### config.mk
export PLATFORM = sky130hd
export DESIGN_NAME = pid_pwm_drive_with_deadband_flat
export DESIGN_NICKNAME = d
export VERILOG_FILES = /design/src/rtl/core/pidpwm_pkg.sv /design/src/rtl/core/pidpwm_if.sv /design/src/rtl/core/pidpwm_cfg.sv /design/src/rtl/core/pidpwm_err.sv /design/src/rtl/core/pidpwm_mul.sv /design/src/rtl/core/pidpwm_sat.sv /design/src/rtl/core/pid_pwm_drive_with_deadband.sv /design/src/flat_wrapper.sv
export SDC_FILE = /design/constraint.sdc
export NUM_CORES = 2
export LEC_CHECK = 0
export BUFFER_PORTS_ARGS = -buffer_cell sky130_fd_sc_hd__buf_2
export CORE_MARGIN = 2
export CORE_UTILIZATION = 30
export CTS_BUF_LIST = sky130_fd_sc_hd__clkbuf_16
export DETAILED_ROUTE_END_ITERATION = 16
export PLACE_DENSITY = 0.49
export REMOVE_ABC_BUFFERS = 1
export SYNTH_ARGS = -nofsm -noshare
export SYNTH_HDL_FRONTEND = slang
export SYNTH_HIERARCHICAL = 1
export SYNTH_SLANG_ARGS = --single-unit
### constraint.sdc
create_clock -name clk -period 6.9 [get_ports clk]
set_clock_uncertainty 0.2 [all_clocks]
set_input_delay 1.035 -clock clk [delete_from_list [all_inputs] [get_ports clk]]
set_output_delay 1.035 -clock clk [all_outputs]
set_load 0.03 [all_outputs]
### src/rtl/core/pidpwm_pkg.sv
// Shared widths, codes, reset values and types for the PID PWM drive.
package pidpwm_pkg;

    localparam int SPEED_W    = 24;
    localparam int ERR_W      = SPEED_W + 1;
    localparam int INT_W      = 20;
    localparam int DER_W      = ERR_W + 1;
    localparam int GAIN_W     = 16;
    localparam int LIM_W      = 19;
    localparam int DUTY_W     = 8;
    localparam int FRAC_W     = 16;
    localparam int P_W        = GAIN_W + 1 + ERR_W;
    localparam int I_W        = GAIN_W + 1 + INT_W;
    localparam int D_W        = GAIN_W + 1 + DER_W;
    localparam int SUM_W      = D_W + 1;
    localparam int CFG_IDX_W  = 3;
    localparam int CFG_DATA_W = LIM_W;

    // register indexes on the configuration channel
    localparam logic [CFG_IDX_W-1:0] CFG_GAIN_P    = 3'd0;
    localparam logic [CFG_IDX_W-1:0] CFG_GAIN_I    = 3'd1;
    localparam logic [CFG_IDX_W-1:0] CFG_GAIN_D    = 3'd2;
    localparam logic [CFG_IDX_W-1:0] CFG_INT_LIMIT = 3'd3;
    localparam logic [CFG_IDX_W-1:0] CFG_DUTY_MAX  = 3'd4;
    localparam logic [CFG_IDX_W-1:0] CFG_DUTY_MIN  = 3'd5;

    localparam logic [GAIN_W-1:0] GAIN_P_RST    = 16'd307;
    localparam logic [GAIN_W-1:0] GAIN_I_RST    = 16'd77;
    localparam logic [GAIN_W-1:0] GAIN_D_RST    = 16'd13;
    localparam logic [LIM_W-1:0]  INT_LIMIT_RST = 19'd256000;
    localparam logic [DUTY_W-1:0] DUTY_MAX_RST  = 8'd255;
    localparam logic [DUTY_W-1:0] DUTY_MIN_RST  = 8'd30;

    typedef enum logic [1:0] {
        ACT_NONE  = 2'd0,
        ACT_LOW   = 2'd1,
        ACT_HIGH  = 2'd2,
        ACT_CLEAR = 2'd3
    } act_t;

    typedef struct packed {
        logic [GAIN_W-1:0] gain_p;
        logic [GAIN_W-1:0] gain_i;
        logic [GAIN_W-1:0] gain_d;
        logic [LIM_W-1:0]  integral_limit;
        logic [DUTY_W-1:0] duty_max;
        logic [DUTY_W-1:0] duty_min;
    } cfg_t;

    typedef struct packed {
        logic silent;
        logic error_latched;
        logic fault_locked;
    } flags_t;

    typedef struct packed {
        logic signed [ERR_W-1:0] err;
        flags_t                  flags;
    } diff_t;

    typedef struct packed {
        logic signed [ERR_W-1:0] err;
        logic signed [INT_W-1:0] integ;
        logic signed [DER_W-1:0] deriv;
        flags_t                  flags;
    } terms_t;

    typedef struct packed {
        logic signed [P_W-1:0] p_term;
        logic signed [I_W-1:0] i_term;
        logic signed [D_W-1:0] d_term;
        flags_t                flags;
    } prod_t;

endpackage

### src/rtl/core/pidpwm_if.sv
// Channel interfaces: speed request, duty result and register write.
interface pidpwm_item_if;
    logic        valid;
    logic        ready;
    logic [23:0] target_speed;
    logic [23:0] measured_speed;
    logic        silent;
    logic        error_latched;
    logic        fault_locked;

    modport source (
        output valid, target_speed, measured_speed, silent, error_latched, fault_locked,
        input  ready
    );
    modport sink (
        input  valid, target_speed, measured_speed, silent, error_latched, fault_locked,
        output ready
    );
endinterface

interface pidpwm_result_if;
    logic       valid;
    logic       ready;
    logic [7:0] duty;
    logic [1:0] error_action;

    modport source (output valid, duty, error_action, input ready);
    modport sink (input valid, duty, error_action, output ready);
endinterface

interface pidpwm_cfg_if;
    logic        valid;
    logic        ready;
    logic [2:0]  index;
    logic [18:0] data;

    modport source (output valid, index, data, input ready);
    modport sink (input valid, index, data, output ready);
endinterface

### src/rtl/core/pidpwm_cfg.sv
// Configuration register file: gains, integral clamp and duty limits.
module pidpwm_cfg (
    input  logic               clk,
    input  logic               rst_n,
    pidpwm_cfg_if.sink         cfg_wr,
    output pidpwm_pkg::cfg_t   cfg
);

    pidpwm_pkg::cfg_t cfg_reg;

    assign cfg_wr.ready = 1'b1;
    assign cfg        = cfg_reg;

    always_ff @(posedge clk or negedge rst_n)
    begin
        if (!rst_n)
        begin
            cfg_reg.gain_p         <= pidpwm_pkg::GAIN_P_RST;
            cfg_reg.gain_i         <= pidpwm_pkg::GAIN_I_RST;
            cfg_reg.gain_d         <= pidpwm_pkg::GAIN_D_RST;
            cfg_reg.integral_limit <= pidpwm_pkg::INT_LIMIT_RST;
            cfg_reg.duty_max       <= pidpwm_pkg::DUTY_MAX_RST;
            cfg_reg.duty_min       <= pidpwm_pkg::DUTY_MIN_RST;
        end
        else if (cfg_wr.valid)
        begin
            case (cfg_wr.index)
                pidpwm_pkg::CFG_GAIN_P:
                    cfg_reg.gain_p <= cfg_wr.data[pidpwm_pkg::GAIN_W-1:0];
                pidpwm_pkg::CFG_GAIN_I:
                    cfg_reg.gain_i <= cfg_wr.data[pidpwm_pkg::GAIN_W-1:0];
                pidpwm_pkg::CFG_GAIN_D:
                    cfg_reg.gain_d <= cfg_wr.data[pidpwm_pkg::GAIN_W-1:0];
                pidpwm_pkg::CFG_INT_LIMIT:
                    cfg_reg.integral_limit <= cfg_wr.data[pidpwm_pkg::LIM_W-1:0];
                pidpwm_pkg::CFG_DUTY_MAX:
                    cfg_reg.duty_max <= cfg_wr.data[pidpwm_pkg::DUTY_W-1:0];
                pidpwm_pkg::CFG_DUTY_MIN:
                    cfg_reg.duty_min <= cfg_wr.data[pidpwm_pkg::DUTY_W-1:0];
                default:
                begin
                end
            endcase
        end
    end

endmodule

### src/rtl/core/pidpwm_err.sv
// Error capture, clamped integral and derivative, with the controller state.
module pidpwm_err (
    input  logic                  clk,
    input  logic                  rst_n,
    pidpwm_item_if.sink           item,
    input  pidpwm_pkg::cfg_t      cfg,
    output logic                  terms_valid,
    input  logic                  terms_ready,
    output pidpwm_pkg::terms_t    terms
);

    localparam int RAW_W = pidpwm_pkg::ERR_W + 1;

    logic                                   s1_valid_reg;
    pidpwm_pkg::diff_t                      s1_reg;
    pidpwm_pkg::diff_t                      s1_next;
    logic                                   s2_valid_reg;
    pidpwm_pkg::terms_t                     s2_reg;
    pidpwm_pkg::terms_t                     s2_next;
    logic signed [pidpwm_pkg::INT_W-1:0]    integral_reg;
    logic signed [pidpwm_pkg::INT_W-1:0]    integral_next;
    logic signed [pidpwm_pkg::ERR_W-1:0]    prev_err_reg;
    logic signed [RAW_W-1:0]                integ_raw;
    logic signed [RAW_W-1:0]                lim_pos;
    logic signed [RAW_W-1:0]                lim_neg;
    logic                                   s1_ready;
    logic                                   s2_ready;
    logic                                   s2_load;

    assign s2_ready    = !s2_valid_reg || terms_ready;
    assign s1_ready    = !s1_valid_reg || s2_ready;
    assign s2_load     = s1_valid_reg && s2_ready;
    assign item.ready  = s1_ready;
    assign terms_valid = s2_valid_reg;
    assign terms       = s2_reg;

    always_comb
    begin
        s1_next.err = $signed({1'b0, item.target_speed}) - $signed({1'b0, item.measured_speed});
        s1_next.flags.silent        = item.silent;
        s1_next.flags.error_latched = item.error_latched;
        s1_next.flags.fault_locked  = item.fault_locked;
    end

    // integral: add, then clamp to the symmetric limit
    always_comb
    begin
        integ_raw = RAW_W'(integral_reg) + RAW_W'(s1_reg.err);
        lim_pos   = $signed(RAW_W'(cfg.integral_limit));
        lim_neg   = -lim_pos;
        if (integ_raw > lim_pos)
            integral_next = pidpwm_pkg::INT_W'(lim_pos);
        else if (integ_raw < lim_neg)
            integral_next = pidpwm_pkg::INT_W'(lim_neg);
        else
            integral_next = pidpwm_pkg::INT_W'(integ_raw);

        s2_next.err   = s1_reg.err;
        s2_next.integ = integral_next;
        s2_next.deriv = pidpwm_pkg::DER_W'(s1_reg.err) - pidpwm_pkg::DER_W'(prev_err_reg);
        s2_next.flags = s1_reg.flags;
    end

    always_ff @(posedge clk or negedge rst_n)
    begin
        if (!rst_n)
        begin
            s1_valid_reg <= 1'b0;
            s2_valid_reg <= 1'b0;
            integral_reg <= '0;
            prev_err_reg <= '0;
        end
        else
        begin
            if (s1_ready)
                s1_valid_reg <= item.valid;
            if (s2_ready)
                s2_valid_reg <= s1_valid_reg;
            if (s2_load)
            begin
                integral_reg <= integral_next;
                prev_err_reg <= s1_reg.err;
            end
        end
    end

    always_ff @(posedge clk)
    begin
        if (item.valid && s1_ready)
            s1_reg <= s1_next;
        if (s2_load)
            s2_reg <= s2_next;
    end

    // the state always reflects the request held in the second stage
    a_prev_err_tracks: assert property (@(posedge clk) disable iff (!rst_n)
        s2_valid_reg |-> prev_err_reg == s2_reg.err)
        else $error("previous error does not match staged request");

    a_integral_tracks: assert property (@(posedge clk) disable iff (!rst_n)
        s2_valid_reg |-> integral_reg == s2_reg.integ)
        else $error("integral state does not match staged request");

endmodule

### src/rtl/core/pidpwm_mul.sv
// Gain multiply stage: three Q8.8 gain products, registered.
module pidpwm_mul (
    input  logic                  clk,
    input  logic                  rst_n,
    input  pidpwm_pkg::cfg_t      cfg,
    input  logic                  terms_valid,
    output logic                  terms_ready,
    input  pidpwm_pkg::terms_t    terms,
    output logic                  prod_valid,
    input  logic                  prod_ready,
    output pidpwm_pkg::prod_t     prod
);

    logic                 prod_valid_reg;
    pidpwm_pkg::prod_t    prod_reg;
    pidpwm_pkg::prod_t    prod_next;

    assign terms_ready = !prod_valid_reg || prod_ready;
    assign prod_valid  = prod_valid_reg;
    assign prod        = prod_reg;

    always_comb
    begin
        prod_next.p_term = pidpwm_pkg::P_W'($signed({1'b0, cfg.gain_p}))
                         * pidpwm_pkg::P_W'(terms.err);
        prod_next.i_term = pidpwm_pkg::I_W'($signed({1'b0, cfg.gain_i}))
                         * pidpwm_pkg::I_W'(terms.integ);
        prod_next.d_term = pidpwm_pkg::D_W'($signed({1'b0, cfg.gain_d}))
                         * pidpwm_pkg::D_W'(terms.deriv);
        prod_next.flags  = terms.flags;
    end

    always_ff @(posedge clk or negedge rst_n)
    begin
        if (!rst_n)
            prod_valid_reg <= 1'b0;
        else if (terms_ready)
            prod_valid_reg <= terms_valid;
    end

    always_ff @(posedge clk)
    begin
        if (terms_valid && terms_ready)
            prod_reg <= prod_next;
    end

endmodule

### src/rtl/core/pidpwm_sat.sv
// PID sum, duty clamp with deadband floor, error action and result register.
module pidpwm_sat (
    input  logic                  clk,
    input  logic                  rst_n,
    input  pidpwm_pkg::cfg_t      cfg,
    input  logic                  prod_valid,
    output logic                  prod_ready,
    input  pidpwm_pkg::prod_t     prod,
    pidpwm_result_if.source       result
);

    localparam int SUM_W = pidpwm_pkg::SUM_W;

    logic                                   sum_valid_reg;
    logic signed [SUM_W-1:0]                sum_reg;
    pidpwm_pkg::flags_t                     flags_reg;
    logic                                   out_valid_reg;
    logic [pidpwm_pkg::DUTY_W-1:0]          duty_reg;
    logic [pidpwm_pkg::DUTY_W-1:0]          duty_next;
    pidpwm_pkg::act_t                       act_reg;
    pidpwm_pkg::act_t                       act_next;
    logic                                   sum_ready;
    logic                                   out_ready;
    logic                                   out_load;
    logic signed [SUM_W-1:0]                hi;
    logic signed [SUM_W-1:0]                lo;
    logic signed [SUM_W-1:0]                clip;
    logic signed [SUM_W-1:0]                fin;
    logic                                   pos;
    logic                                   over;
    logic                                   low;
    logic                                   allow;
    logic                                   latched;

    assign out_ready  = !out_valid_reg || result.ready;
    assign sum_ready  = !sum_valid_reg || out_ready;
    assign out_load   = sum_valid_reg && out_ready;
    assign prod_ready = sum_ready;

    assign result.valid        = out_valid_reg;
    assign result.duty         = duty_reg;
    assign result.error_action = act_reg;

    always_comb
    begin
        hi    = $signed(SUM_W'({cfg.duty_max, {pidpwm_pkg::FRAC_W{1'b0}}}));
        lo    = $signed(SUM_W'({cfg.duty_min, {pidpwm_pkg::FRAC_W{1'b0}}}));
        pos   = !sum_reg[SUM_W-1] && (sum_reg != '0);
        over  = pos && (sum_reg > hi);
        clip  = over ? hi : sum_reg;
        // a high clamp to zero leaves nothing to floor
        low   = pos && (over ? (cfg.duty_max != '0) : 1'b1) && (clip < lo);
        fin   = !pos ? '0 : (low ? lo : clip);
        allow = !flags_reg.silent && !flags_reg.error_latched && !flags_reg.fault_locked;
        latched = flags_reg.error_latched || (over && allow);

        act_next = pidpwm_pkg::ACT_NONE;
        if (over && allow)
            act_next = pidpwm_pkg::ACT_HIGH;
        if (low && !flags_reg.silent && !latched && !flags_reg.fault_locked)
            act_next = pidpwm_pkg::ACT_LOW;
        if (!flags_reg.silent && !flags_reg.fault_locked && (fin > lo) && (fin < hi))
            act_next = pidpwm_pkg::ACT_CLEAR;

        duty_next = fin[pidpwm_pkg::FRAC_W +: pidpwm_pkg::DUTY_W];
    end

    always_ff @(posedge clk or negedge rst_n)
    begin
        if (!rst_n)
        begin
            sum_valid_reg <= 1'b0;
            out_valid_reg <= 1'b0;
        end
        else
        begin
            if (sum_ready)
                sum_valid_reg <= prod_valid;
            if (out_ready)
                out_valid_reg <= sum_valid_reg;
        end
    end

    always_ff @(posedge clk)
    begin
        if (prod_valid && sum_ready)
        begin
            sum_reg   <= SUM_W'(prod.p_term) + SUM_W'(prod.i_term) + SUM_W'(prod.d_term);
            flags_reg <= prod.flags;
        end
        if (out_load)
        begin
            duty_reg <= duty_next;
            act_reg  <= act_next;
        end
    end

    a_high_needs_allow: assert property (@(posedge clk) disable iff (!rst_n)
        out_load && act_next == pidpwm_pkg::ACT_HIGH
        |-> !flags_reg.silent && !flags_reg.error_latched && !flags_reg.fault_locked)
        else $error("high raise issued while blocked");

    a_low_at_floor: assert property (@(posedge clk) disable iff (!rst_n)
        out_load && act_next == pidpwm_pkg::ACT_LOW |-> duty_next == cfg.duty_min)
        else $error("low raise without duty at floor");

    a_clear_in_band: assert property (@(posedge clk) disable iff (!rst_n)
        out_load && act_next == pidpwm_pkg::ACT_CLEAR
        |-> duty_next >= cfg.duty_min && duty_next <= cfg.duty_max)
        else $error("clear issued with duty outside band");

endmodule

### src/rtl/core/pid_pwm_drive_with_deadband.sv
// PID speed controller driving an 8-bit PWM duty with integral clamp and deadband floor.
//
// Each request carries a target and a measured shaft speed (1/256 rpm) plus
// three status flags; each produces exactly one result holding the PWM duty
// and an error action (none, raise low, raise high, clear). The block takes
// one request per clock unless result back-pressure stalls the stages. A
// request passes through five register stages: error capture,
// integral/derivative update, gain multiply, PID sum, then duty clamp into
// the result register, from which the result is presented.
// Every stage has its own valid bit and ready, so requests keep filling empty
// stages while a result waits at the output. The integral and previous-error
// state advance in the integral/derivative stage, so consecutive requests see
// each other's state with no gap. Registers (gains Q8.8, integral limit,
// duty max/min) are written through the cfg channel, which is always ready;
// write them only while no request is in flight.
module pid_pwm_drive_with_deadband (
    input  logic              clk,
    input  logic              rst_n,
    pidpwm_item_if.sink       item,
    pidpwm_result_if.source   result,
    pidpwm_cfg_if.sink        cfg
);

    pidpwm_pkg::cfg_t     cfg_regs;
    logic                 terms_valid;
    logic                 terms_ready;
    pidpwm_pkg::terms_t   terms;
    logic                 prod_valid;
    logic                 prod_ready;
    pidpwm_pkg::prod_t    prod;

    // register file
    pidpwm_cfg u_cfg (
        .clk    (clk),
        .rst_n  (rst_n),
        .cfg_wr (cfg),
        .cfg    (cfg_regs)
    );

    // error, clamped integral, derivative; owns the loop state
    pidpwm_err u_err (
        .clk         (clk),
        .rst_n       (rst_n),
        .item        (item),
        .cfg         (cfg_regs),
        .terms_valid (terms_valid),
        .terms_ready (terms_ready),
        .terms       (terms)
    );

    // three gain products
    pidpwm_mul u_mul (
        .clk         (clk),
        .rst_n       (rst_n),
        .cfg         (cfg_regs),
        .terms_valid (terms_valid),
        .terms_ready (terms_ready),
        .terms       (terms),
        .prod_valid  (prod_valid),
        .prod_ready  (prod_ready),
        .prod        (prod)
    );

    // sum, clamp, action decode, result register
    pidpwm_sat u_sat (
        .clk        (clk),
        .rst_n      (rst_n),
        .cfg        (cfg_regs),
        .prod_valid (prod_valid),
        .prod_ready (prod_ready),
        .prod       (prod),
        .result     (result)
    );

endmodule
### src/flat_wrapper.sv
// flat-port wrapper written by rule: the top's interface ports become plain ports
module pid_pwm_drive_with_deadband_flat 
  (clk, rst_n, item_valid, item_target_speed, item_measured_speed, item_silent, item_error_latched, item_fault_locked, item_ready, result_valid, result_duty, result_error_action, result_ready, cfg_valid, cfg_index, cfg_data, cfg_ready);
  pidpwm_item_if item_i ();
  pidpwm_result_if result_i ();
  pidpwm_cfg_if cfg_i ();
  input  logic clk;
  input  logic rst_n;
  input wire logic [$bits(item_i.valid)-1:0] item_valid;
  input wire logic [$bits(item_i.target_speed)-1:0] item_target_speed;
  input wire logic [$bits(item_i.measured_speed)-1:0] item_measured_speed;
  input wire logic [$bits(item_i.silent)-1:0] item_silent;
  input wire logic [$bits(item_i.error_latched)-1:0] item_error_latched;
  input wire logic [$bits(item_i.fault_locked)-1:0] item_fault_locked;
  output wire logic [$bits(item_i.ready)-1:0] item_ready;
  output wire logic [$bits(result_i.valid)-1:0] result_valid;
  output wire logic [$bits(result_i.duty)-1:0] result_duty;
  output wire logic [$bits(result_i.error_action)-1:0] result_error_action;
  input wire logic [$bits(result_i.ready)-1:0] result_ready;
  input wire logic [$bits(cfg_i.valid)-1:0] cfg_valid;
  input wire logic [$bits(cfg_i.index)-1:0] cfg_index;
  input wire logic [$bits(cfg_i.data)-1:0] cfg_data;
  output wire logic [$bits(cfg_i.ready)-1:0] cfg_ready;
  assign item_i.valid = item_valid;
  assign item_i.target_speed = item_target_speed;
  assign item_i.measured_speed = item_measured_speed;
  assign item_i.silent = item_silent;
  assign item_i.error_latched = item_error_latched;
  assign item_i.fault_locked = item_fault_locked;
  assign item_ready = item_i.ready;
  assign result_valid = result_i.valid;
  assign result_duty = result_i.duty;
  assign result_error_action = result_i.error_action;
  assign result_i.ready = result_ready;
  assign cfg_i.valid = cfg_valid;
  assign cfg_i.index = cfg_index;
  assign cfg_i.data = cfg_data;
  assign cfg_ready = cfg_i.ready;
  pid_pwm_drive_with_deadband u_core (.clk(clk), .rst_n(rst_n), .item(item_i), .result(result_i), .cfg(cfg_i));
endmodule
==> impl_metrics.tcl <==
set metrics [dict create \
    avgRoutedWirePerCell_um 18.5 \
    yosysWarnings 6 \
    routed-wl-met3_um 6940 \
    core_um2 217000 \
    grt_first_pass_wirelength_um 292000 \
    total_congestion_overflow_after_global_routing 0 \
    hold_path_class "in -> async" \
    initial_antenna_violation_count 15 \
    wl_met2_um 87800 \
    holdBufCountCts 0 \
    critical_path.endpoint_type "flip-flop" \
    timing.slew.headroom 0.228 \
    die_area_um2 221000 \
    post-synth-top-area-fraction 0.357 \
    place.detailed.hpwl_um 152000 \
    post-synth-top-area-cell "sky130_fd_sc_hd__fa_1" \
    synth_top_flop_cell "sky130_fd_sc_hd__edfxtp_1" \
    pin_count_of_the_biggest_net_entering_global_routing 85 \
    finalMaxSlewViolations 0 \
    clk_latency_ns 0.71 \
    max-clock-path-buffers 3 \
    fp-row-count 171 \
    postSynthCellCount 6727 \
    globalplace.congestion 0.863 \
    timing_worst_slew_pin_value_ns 1.16 \
    final_layout_size_suffix_gt1_frac 0.118 \
    number_of_top_level_pins 91 \
    sequential_fraction_of_the_synthesis_area 0.182 \
    cts_root_buffer "sky130_fd_sc_hd__clkbuf_16" \
    dr.max_layer_used "met5" \
    detail_route.wirelength_um 183000 \
    distinct_cells_synth 113 \
    final_number_of_setup_violating_endpoints 0 \
    die_h_um 470 \
    floorplan.initialDensity 0.301 \
    max_freq_mhz 147 \
    placement.io_buffers 89 \
    post_synthesis_instance_area_um2 65300 \
    critical_path_peak_fanout 8 \
    grt_pass1_vias 48900 \
    cts-buffers-inserted 57 \
    asyncSetResetFlopFracSynth 0.319 \
    met1_length_um 83200 \
    maximum_capacitance_violations 0 \
    cp_data_arrival_time_ns 7.00 \
    timing_worst_setup_path_type "reg -> reg" \
    report.final.hold_viol_count 0 \
    dr.first_iter.drc_count 2353 \
    tns_ns 0 \
    final_net_count 8731 \
    gr-usage-all-layers 0.169 \
    slack_of_the_worst_reg_to_reg_path_ns 0.10 \
    worst_setup_hold_path_clk_slew_ns 0.06 \
    largest_reg_flops 125 \
    required_ns 7.10 \
    cts.htree.levels 2 \
    area_grow_syn2layout_pct 13.2 \
    floorplan_die_width_um 470 \
    clock-sinks 417 \
    rsz0062_at_grt "yes" \
    finalCritPeriodShare 0.985 \
    synth_enable_flop_cells 284 \
    detail_route.first_pass.iterations 5 \
    period_needed_ns 6.80 \
    route.vias.total 45900 \
    worstSetupStartpointType "flip-flop" \
    outcome "finished clean" \
    synth_seq_cells 417 \
    remaining_drc_errors 0 \
    ys_top_cells_by_area "sky130_fd_sc_hd__fa_1 (36%), sky130_fd_sc_hd__edfxtp_1 (13%), sky130_fd_sc_hd__ha_1 (9.4%)" \
    tritoncts "built" \
    detail-route-antenna-nets 0 \
    syn-mean-instance-area_um2 9.70 \
    routed_via_density 4.63 \
]
==> per-stage QoR <==
stage                     hold WS, ns  utilization  cell area [um^2]  worst slack [ns]  cells
final                           0.211        0.341             73800             0.103   9902
after global placement          0.205        0.327             71000            -0.200   9744
after global routing            0.236        0.341             73800            -0.132   9902
after floorplan                 0.200            -             64300             0.196   6499
after detailed placement        0.206        0.327             71000            -0.181   9744
after CTS                       0.209        0.337             72900           -0.0651   9858
==> cells in the mapped netlist (all sizes together), types with 7 or more instances <==
cell,count
a21o,110
nand3,58
clkbuf,200
o21bai,23
a311oi,7
nor2b,30
o211ai,21
nand4,26
dfrtp,103
a211o,7
o31a,8
fa,1164
ha,490
or3,16
and2,489
mux2i,15
o21a,48
xor2,58
a21oi,226
a211oi,35
o221ai,12
nand2,825
nand3b,9
nor3,51
a21boi,9
edfxtp,284
o2111ai,9
nor4,24
buf,28
inv,1537
xnor2,172
o21ai,135
or2,10
mux2,97
a31oi,21
dfstp,30
nand2b,26
o22ai,13
and3,26
nor2,180
o31ai,11
==> per-layer routing <==
metal	up-vias	track usage
li1	21400	-
met1	23500	0.233
met2	787	0.286
met3	179	0.0181
met4	8	0.0376
met5	-	0
==> layout by cell type (no fill, tap or decap), types with 58 or more instances in the layout <==
| cell | instances |
|---|---|
| sky130_fd_sc_hd__buf_4 | 307 |
| sky130_fd_sc_hd__edfxtp_1 | 284 |
| sky130_fd_sc_hd__buf_2 | 90 |
| sky130_fd_sc_hd__xnor2_1 | 170 |
| sky130_fd_sc_hd__a21o_1 | 110 |
| sky130_fd_sc_hd__xor2_1 | 58 |
| sky130_fd_sc_hd__nor2_1 | 169 |
| sky130_fd_sc_hd__a21oi_1 | 213 |
| sky130_fd_sc_hd__dfrtp_1 | 85 |
| sky130_fd_sc_hd__nand2_1 | 821 |
| sky130_fd_sc_hd__and2_1 | 482 |
| sky130_fd_sc_hd__o21ai_0 | 97 |
| sky130_fd_sc_hd__inv_1 | 1546 |
| sky130_fd_sc_hd__ha_1 | 479 |
| sky130_fd_sc_hd__fa_1 | 1153 |
| sky130_fd_sc_hd__mux2_2 | 73 |
==> worst max-delay path, cell delays in order, from the launching register on <==
cell and delay, ns:
sky130_fd_sc_hd__dfrtp_2 0.45, sky130_fd_sc_hd__buf_12 0.15, sky130_fd_sc_hd__and2_1 0.15, sky130_fd_sc_hd__fa_1 0.53, sky130_fd_sc_hd__inv_1 0.06, sky130_fd_sc_hd__fa_1 0.49
sky130_fd_sc_hd__fa_1 0.52, sky130_fd_sc_hd__inv_1 0.06, sky130_fd_sc_hd__fa_1 0.46, sky130_fd_sc_hd__fa_1 0.52, sky130_fd_sc_hd__inv_1 0.05, sky130_fd_sc_hd__fa_1 0.49
sky130_fd_sc_hd__inv_2 0.05, sky130_fd_sc_hd__ha_4 0.22, sky130_fd_sc_hd__a21o_1 0.24, sky130_fd_sc_hd__a221oi_4 0.30, sky130_fd_sc_hd__a21o_1 0.22, sky130_fd_sc_hd__a311oi_4 0.07
sky130_fd_sc_hd__o2111ai_4 0.26, sky130_fd_sc_hd__a21oi_4 0.11, sky130_fd_sc_hd__o41ai_4 0.46, sky130_fd_sc_hd__nor3_1 0.08, sky130_fd_sc_hd__or3b_1 0.36
==> worst paths after layout <==
check	depth (start not counted)	startpoint	end
max in group asynchronous	2	rst_n	u_core/u_cfg/cfg[63]$_DFFE_PN0P_
setup reg to reg	22	u_core/u_cfg/cfg[40]$_DFFE_PN0P_	u_core/u_mul/prod[44]$_DFFE_PP_
hold reg to reg	0	u_core/u_err/terms[1]$_DFFE_PP_	u_core/u_mul/prod[1]$_DFFE_PP_
min in group clk	0	u_core/u_err/terms[1]$_DFFE_PP_	u_core/u_mul/prod[1]$_DFFE_PP_
hold / removal	1	rst_n	u_core/u_cfg/cfg[82]$_DFFE_PN0P_
setup / recovery	22	u_core/u_cfg/cfg[40]$_DFFE_PN0P_	u_core/u_mul/prod[44]$_DFFE_PP_
==> cell families after synthesis <==
logic type               synth area share
AND/OR/NAND/NOR                     0.134
buffers and inverters               0.103
flip-flops                          0.182
multiplexers                       0.0204
adder cells (fa/ha/maj)             0.451
XOR/XNOR                           0.0310
other                           0.0000575
AO/OA/AOI/OAI                      0.0777
==> final cells by class <==
cell class	instances	area, um^2
fillers	22200	143000
multi-input cells	4544	47100
flip-flops and latches	417	11900
inverters	1538	5780
well taps	2854	3570
repair buffers	441	3560
clock buffers	57	1430
clock inverters	50	474
diodes	1	2.50
==> repair_timing <==
item                       4_1_cts  5_1_grt
pin swaps                        4       43
setup endpoints to repair       12       36
setup buffers                    7       43
gates resized for setup          6      114
Power is not shown: default switching activity piles up to over one toggle a cycle in this logic, so the estimate is an artifact.
